`config.mk`:
```
export PLATFORM = sky130hd
export DESIGN_NAME = cvw_window
export DESIGN_NICKNAME = d
export VERILOG_FILES = /design/src/rtl/core/cvw_pkg.sv /design/src/rtl/core/cvw_ram.sv /design/src/rtl/core/cvw_window.sv
export SDC_FILE = /design/constraint.sdc
export NUM_CORES = 2
export LEC_CHECK = 0
export BUFFER_PORTS_ARGS = -buffer_cell sky130_fd_sc_hd__buf_2
export CAP_MARGIN = 20
export CORE_UTILIZATION = 58
export CTS_BUF_LIST = sky130_fd_sc_hd__clkbuf_4
export DETAILED_ROUTE_END_ITERATION = 7
export GPL_TIMING_DRIVEN = 1
export PLACE_DENSITY = 0.78
export SYNTH_ARGS = -nofsm -noshare
export SYNTH_HDL_FRONTEND = slang
export SYNTH_SLANG_ARGS = --single-unit
```
`constraint.sdc`:
```
create_clock -name clock -period 3.9 [get_ports clock]
set_input_delay 0.195 -clock clock [delete_from_list [all_inputs] [get_ports clock]]
set_output_delay 0.195 -clock clock [all_outputs]
set_load 0.01 [all_outputs]
```
`src/rtl/core/cvw_pkg.sv`:
```
// shared constants and types for the 3x3 valid-window convolution block
package cvw_pkg;

   localparam int IMG_WIDTH  = 64;
   localparam int IMG_HEIGHT = 64;

   localparam int KSIZE     = 3;
   localparam int PIX_W     = 16;
   localparam int COEF_W    = 16;
   localparam int KROW_W    = KSIZE * COEF_W;
   localparam int CNT_W     = 12;
   localparam int ADDR_W    = $clog2(IMG_WIDTH);
   localparam int LINE_W    = 2 * PIX_W;
   localparam int PROD_W    = PIX_W + COEF_W;
   localparam int PSUM_W    = PROD_W + 2;
   localparam int SUM_W     = PROD_W + 4;
   localparam int FILT_W    = 35;
   localparam int CSR_IDX_W = 2;

   localparam logic [CNT_W-1:0] COL_LAST = CNT_W'(IMG_WIDTH - 1);
   localparam logic [CNT_W-1:0] ROW_LAST = CNT_W'(IMG_HEIGHT - 1);
   localparam logic [CNT_W-1:0] BORDER   = CNT_W'(2);

   localparam logic [CSR_IDX_W-1:0] CSR_KERNEL_ROW0 = CSR_IDX_W'(0);
   localparam logic [CSR_IDX_W-1:0] CSR_KERNEL_ROW1 = CSR_IDX_W'(1);
   localparam logic [CSR_IDX_W-1:0] CSR_KERNEL_ROW2 = CSR_IDX_W'(2);

   // [row][column] of pixels, column 2 is the newest
   typedef logic [KSIZE-1:0][KSIZE-1:0][PIX_W-1:0]  window_type;
   // [row][column] of coefficients, column 0 in the low bits of a row
   typedef logic [KSIZE-1:0][KSIZE-1:0][COEF_W-1:0] kernel_type;
   typedef logic signed [KSIZE-1:0][PSUM_W-1:0]     psum_type;

   typedef struct packed {
      logic             valid;
      logic [CNT_W-1:0] row;
      logic [CNT_W-1:0] col;
      logic             last;
   } meta_type;

endpackage

```
`src/rtl/core/cvw_ram.sv`:
```
// generic single-port-write ram with registered read
module cvw_ram #(
   parameter int WIDTH = 32,
   parameter int DEPTH = 64
) (
   input  logic                     clock,
   input  logic                     wr_en,
   input  logic [$clog2(DEPTH)-1:0] wr_addr,
   input  logic [WIDTH-1:0]         wr_data,
   input  logic                     rd_en,
   input  logic [$clog2(DEPTH)-1:0] rd_addr,
   output logic [WIDTH-1:0]         rd_data
);

   logic [WIDTH-1:0] mem_ff [DEPTH];
   logic [WIDTH-1:0] rd_data_ff;

   always_ff @(posedge clock) begin
      if (wr_en) begin
         mem_ff[wr_addr] <= wr_data;
      end
      if (rd_en) begin
         rd_data_ff <= mem_ff[rd_addr];
      end
   end

   assign rd_data = rd_data_ff;

endmodule

```
`src/rtl/core/cvw_window.sv`:
```
// line store and 3x3 window shift with result position tagging
module cvw_window (
   input  logic                          clock,
   input  logic                          reset,
   input  logic                          advance,
   input  logic                          accept,
   input  logic [cvw_pkg::PIX_W-1:0]     pixel,
   input  logic [cvw_pkg::CNT_W-1:0]     row,
   input  logic [cvw_pkg::CNT_W-1:0]     col,
   output cvw_pkg::window_type           window,
   output cvw_pkg::meta_type             meta
);

   logic                          s1_valid_ff;
   logic [cvw_pkg::PIX_W-1:0]     s1_pixel_ff;
   logic [cvw_pkg::CNT_W-1:0]     s1_row_ff;
   logic [cvw_pkg::CNT_W-1:0]     s1_col_ff;

   logic                          fwd_hit_ff;
   logic                          fwd_hit_in;
   logic [cvw_pkg::LINE_W-1:0]    fwd_data_ff;

   logic [cvw_pkg::LINE_W-1:0]    rd_data;
   logic [cvw_pkg::LINE_W-1:0]    line;
   logic [cvw_pkg::LINE_W-1:0]    wr_data;
   logic                          wr_en;
   logic [cvw_pkg::PIX_W-1:0]     above1;
   logic [cvw_pkg::PIX_W-1:0]     above2;

   cvw_pkg::window_type           window_ff;
   cvw_pkg::window_type           window_in;
   cvw_pkg::meta_type             meta_ff;
   cvw_pkg::meta_type             meta_in;

   // entry c holds {row-2 pixel, row-1 pixel} of column c
   cvw_ram #(
      .WIDTH (cvw_pkg::LINE_W),
      .DEPTH (cvw_pkg::IMG_WIDTH)
   ) u_line_ram (
      .clock   (clock),
      .wr_en   (wr_en),
      .wr_addr (s1_col_ff[cvw_pkg::ADDR_W-1:0]),
      .wr_data (wr_data),
      .rd_en   (accept),
      .rd_addr (col[cvw_pkg::ADDR_W-1:0]),
      .rd_data (rd_data)
   );

   // a write in the same cycle as a read of the same column bypasses the ram
   assign line    = fwd_hit_ff ? fwd_data_ff : rd_data;
   assign above1  = line[cvw_pkg::PIX_W-1:0];
   assign above2  = line[cvw_pkg::LINE_W-1:cvw_pkg::PIX_W];
   assign wr_data = {above1, s1_pixel_ff};
   assign wr_en   = advance && s1_valid_ff;

   assign fwd_hit_in = wr_en && accept &&
                       (s1_col_ff[cvw_pkg::ADDR_W-1:0] == col[cvw_pkg::ADDR_W-1:0]);

   always_comb begin
      window_in = window_ff;
      for (int i = 0; i < cvw_pkg::KSIZE; i++) begin
         window_in[i][0] = window_ff[i][1];
         window_in[i][1] = window_ff[i][2];
      end
      window_in[0][2] = above2;
      window_in[1][2] = above1;
      window_in[2][2] = s1_pixel_ff;

      meta_in.valid = s1_valid_ff && (s1_row_ff >= cvw_pkg::BORDER) &&
                      (s1_col_ff >= cvw_pkg::BORDER);
      meta_in.row   = s1_row_ff - cvw_pkg::BORDER;
      meta_in.col   = s1_col_ff - cvw_pkg::BORDER;
      meta_in.last  = (s1_row_ff == cvw_pkg::ROW_LAST) &&
                      (s1_col_ff == cvw_pkg::COL_LAST);
   end

   always_ff @(posedge clock) begin
      if (reset) begin
         s1_valid_ff <= 1'b0;
         fwd_hit_ff  <= 1'b0;
         meta_ff     <= '0;
      end else if (advance) begin
         s1_valid_ff <= accept;
         fwd_hit_ff  <= fwd_hit_in;
         meta_ff     <= meta_in;
      end
      if (advance) begin
         fwd_data_ff <= wr_data;
         if (accept) begin
            s1_pixel_ff <= pixel;
            s1_row_ff   <= row;
            s1_col_ff   <= col;
         end
         if (s1_valid_ff) begin
            window_ff <= window_in;
         end
      end
   end

   assign window = window_ff;
   assign meta   = meta_ff;

endmodule

```
==> results.toml <==
[run_status]
status = "finished clean"

[place]
place_hpwl_um = 119000
pre_cts_ws_ns = 0.658
post-place-cells = 6035
place.gp.congestion = 0.848
port_buffers = 213

[route]
drc_errors = 0
viasPerCell = 6.54
firstDrtPassIters = 6
totalWireLength_um = 220000
wl_per_cell_um = 31.1
first_iter_violations = 6493
routed-via-count = 46238
ant_nets = 0

[floorplanning]
die_w_um = 390
die_h_um = 390
core_area_sq_um = 148000
start_util_pct = 58.7
num_rows = 141
dieArea_sq_um = 152000
io_pins = 214

[synth]
synth_flop_cell = "edfxtp_1"
yosysSeqAreaShare_pct = 79.8
postSynthCellCount = 3824
yosysTopAreaCellShare_pct = 79.1
syn-cell-area_sq_um = 87100
syn_avg_cell_area_sq_um = 22.8
synthesis.nets = 3874
synth_cell_types = 50
synthArstFlopShare_pct = 0
synth_warnings = 0
synth_area_leader_cell = "edfxtp_1"
synth-edff-count = 2296
ys_ff_latch = 2324
synthTopCellsByArea = "edfxtp_1, mux4_2, dfxtp_1"

[final_layout]
final_util_pct = 67.2
drive_gt1_share_pct = 37.0
final_cells = 7074
area_growth_pct = 14.5
finalNetCount = 4742
nFillCells = 8889

[setup_path]
slowest_delay_ns = 0.60
path_max_fanout = 47
endpoint = "u_line_ram.rd_data[31]"
start_kind = "primary input"
crit_chain = "dlygate4sd3_1 -> buf_8 -> buf_4 -> buf_4 -> mux4_2 -> mux2_2 -> a21oi_1 -> a211oi_1 -> dlygate4sd3_1"
end_kind = "register"
critical_path_class = "primary input to register"
arrival_ns = 4.04
r2r_cells = 4
r2r_end = "u_line_ram.mem_ff[23][27]"
slowest_stage = "a21oi_1"
cp-startpoint = "col[2]"
reg2reg_from = "s1_col_ff[1]"
cp.required_ns = 4.95
r2r_slack_ns = 1.10

[power]
power_frac_seq_pct = 56.5
p_int_uw = 38400
ir_drop_uv = 227
clkPwrFrac_pct = 38.2
leakage_uw = 0.0322
comb_power_share_pct = 5.3
p_sw_uw = 11000
swShare_pct = 22.2
p_per_area_nw_per_um2 = 495
total_power_uw = 49400

[sta]
fin_crit_ns = 2.99
fmax_ghz = 0.335
skew_ns = 0.0966
slew_headroom_pct = 22.8
final_hold_viol_count = 0
rsz0062_at_grt = "no"
setup_viol = 0
finalWorstSetupSlack_ns = 0.911
final-max-slew-violation-count = 0
fin_crit_sh_pct = 76.6
tns_ns = 0
worst_pin_slew_ns = 1.15

[clocking]
htree_levels = 6
cts_tree = "built"
path_clk_slew_ns = 0.08
cts_made_buffers = 566
clock_tree.buffer_depth = 4
cts_root_buf = "clkbuf_4"
clkLatencyLatePin_ns = 1.34
cts_setup_buffers = 0
clkSinkCount = 2324

[global_route]
track_usage_pct = 29.2
antenna_found_initial = 24
grt_pass1_wl_um = 315000
first_global_vias = 46895
overflow = 0
grt_max_degree = 82

[min_path]
hold_class = "primary input to register"
hold_start = "pixel[12]"
min_path_cells = 3

[run]
cap_viol_max_count = 0
metrics by stage:
| step | hold slack (ns) | cell area [sq um] |
|---|---|---|
| detailed placement | 0.373 | 92100 |
| global placement | 0.374 | 92100 |
| finish | 0.124 | 99700 |
| CTS | 0.00345 | 99600 |
| floorplan | 0.294 | 87100 |
| global route | 0.0722 | 99700 |
logic make-up (layout without fill, tap and decap cells):
| logic type | after synthesis | after routing | synth area share, % |
|---|---|---|---|
| other | 0 | 11 | 0 |
| adders and majority gates | 6 | 6 | 0.0862 |
| xor gates and xnor gates | 20 | 20 | 0.201 |
| buffers and inverters | 217 | 1454 | 1.35 |
| DFF | 2324 | 2324 | 79.8 |
| and+or+nand+nor | 418 | 418 | 2.38 |
| muxes | 584 | 584 | 14.0 |
| AOI/OAI and AO/OA | 255 | 255 | 2.14 |
state kept, by name, summed over array words and instances, names as in the netlist:
name / cells
fwd_data_ff: 32
s1_row_ff: 12
meta: 26
u_line_ram.mem_ff: 2048
s1_valid_ff: 1
window: 144
fwd_hit_ff: 1
u_line_ram.rd_data: 32
s1_col_ff: 12
s1_pixel_ff: 16
worst min-delay path by stage:
stage                            to  slack, ns
finish              s1_pixel_ff[12]       0.12
global route        s1_pixel_ff[12]       0.07
CTS                 s1_pixel_ff[14]      0.003
detailed placement  s1_pixel_ff[12]       0.37
global placement     s1_pixel_ff[9]       0.37
floorplan              s1_col_ff[0]       0.29
layout make-up:
class	instances	area, sq um	share of cell area, %
clock inverters	150	744	0.746
well taps	2002	2500	2.51
diodes	11	27.5	0.0276
repair buffers	509	4070	4.08
multi-input cells	1283	16900	17.0
inverters	8	35.0	0.0351
flip-flops and latches	2324	69500	69.7
clock buffers	787	5910	5.92
cells in the final DEF (no fill, tap or decap), types with 8 or more instances in the layout:
| master | Yosys | routed |
|---|---|---|
| a211o_1 | 8 | 8 |
| a211oi_1 | 40 | 40 |
| a21oi_1 | 10 | 10 |
| a22oi_1 | 60 | 60 |
| and3_1 | 25 | 25 |
| buf_12 | 0 | 39 |
| buf_2 | 55 | 208 |
| buf_4 | 39 | 170 |
| clkbuf_4 | 0 | 787 |
| clkinv_1 | 0 | 113 |
| clkinv_2 | 0 | 10 |
| dfxtp_1 | 28 | 27 |
| diode_2 | 0 | 11 |
| dlygate4sd3_1 | 0 | 87 |
| edfxtp_1 | 2296 | 2296 |
| inv_2 | 1 | 20 |
| mux2_2 | 38 | 38 |
| mux2i_1 | 39 | 39 |
| mux4_2 | 507 | 507 |
| nand2_1 | 90 | 90 |
| nand2b_1 | 11 | 10 |
| nand3_1 | 65 | 65 |
| nand4_1 | 63 | 63 |
| nor2_1 | 101 | 35 |
| nor2_4 | 0 | 65 |
| nor2b_1 | 24 | 21 |
| nor3_1 | 11 | 11 |
| o21ai_0 | 17 | 17 |
| o221ai_1 | 36 | 36 |
| o22ai_1 | 61 | 61 |
| xnor2_1 | 9 | 9 |
| xor2_1 | 11 | 11 |
layer usage:
layer	GRT usage [%]	wire, um
met5	0	92
met4	12.9	8710
met3	8.06	28600
met2	46.1	107000
met1	38.6	75700
power by group through the flow:
| stage | Clock, uW | Combinational [uW] | Sequential (uW) |
|---|---|---|---|
| 6_report | 18900 | 2620 | 27900 |
| 3_3_place_gp | 0 | 2410 | 28400 |
| 5_1_grt | 20300 | 2730 | 27900 |
| 4_1_cts | 19100 | 2550 | 27900 |
| 2_1_floorplan | 0 | 1350 | 28500 |
| 3_5_place_dp | 0 | 2470 | 28500 |
worst max-delay path: cells and delay by family:
kind / cells / cell delay [ns]
AO/OA/AOI/OAI: 2 / 0.70
buffers and inverters: 5 / 2.50
multiplexers: 2 / 0.62
cell usage after synthesis, types with 4 or more instances:
| library cell | instances |
|---|---|
| xnor2_1 | 9 |
| nand3b_1 | 4 |
| dfxtp_1 | 28 |
| nand4_1 | 63 |
| o22ai_1 | 61 |
| nor4_1 | 5 |
| a221o_1 | 6 |
| mux4_2 | 507 |
| a22oi_1 | 60 |
| nor2b_1 | 24 |
| xor2_1 | 11 |
| o211a_1 | 5 |
| edfxtp_1 | 2296 |
| buf_2 | 55 |
| a21oi_1 | 10 |
| o21ai_0 | 17 |
| a211o_1 | 8 |
| mux2_2 | 38 |
| buf_6 | 19 |
| nand2_1 | 90 |
| and3_1 | 25 |
| nor3_1 | 11 |
| nand2b_1 | 11 |
| buf_4 | 39 |
| a311oi_1 | 4 |
| mux2i_1 | 39 |
| clkbuf_1 | 81 |
| ha_1 | 6 |
| inv_1 | 7 |
| nand3_1 | 65 |
| or3_1 | 6 |
| a211oi_1 | 40 |
| buf_1 | 15 |
| nor2_1 | 101 |
| o221ai_1 | 36 |
repair_timing:
| item | in CTS | in global routing |
|---|---|---|
| hold buffers | 87 | 0 |
| gates resized for setup | 0 | 0 |
| hold endpoints to repair | 356 | 0 |
Power figures use the tool's default switching activity.
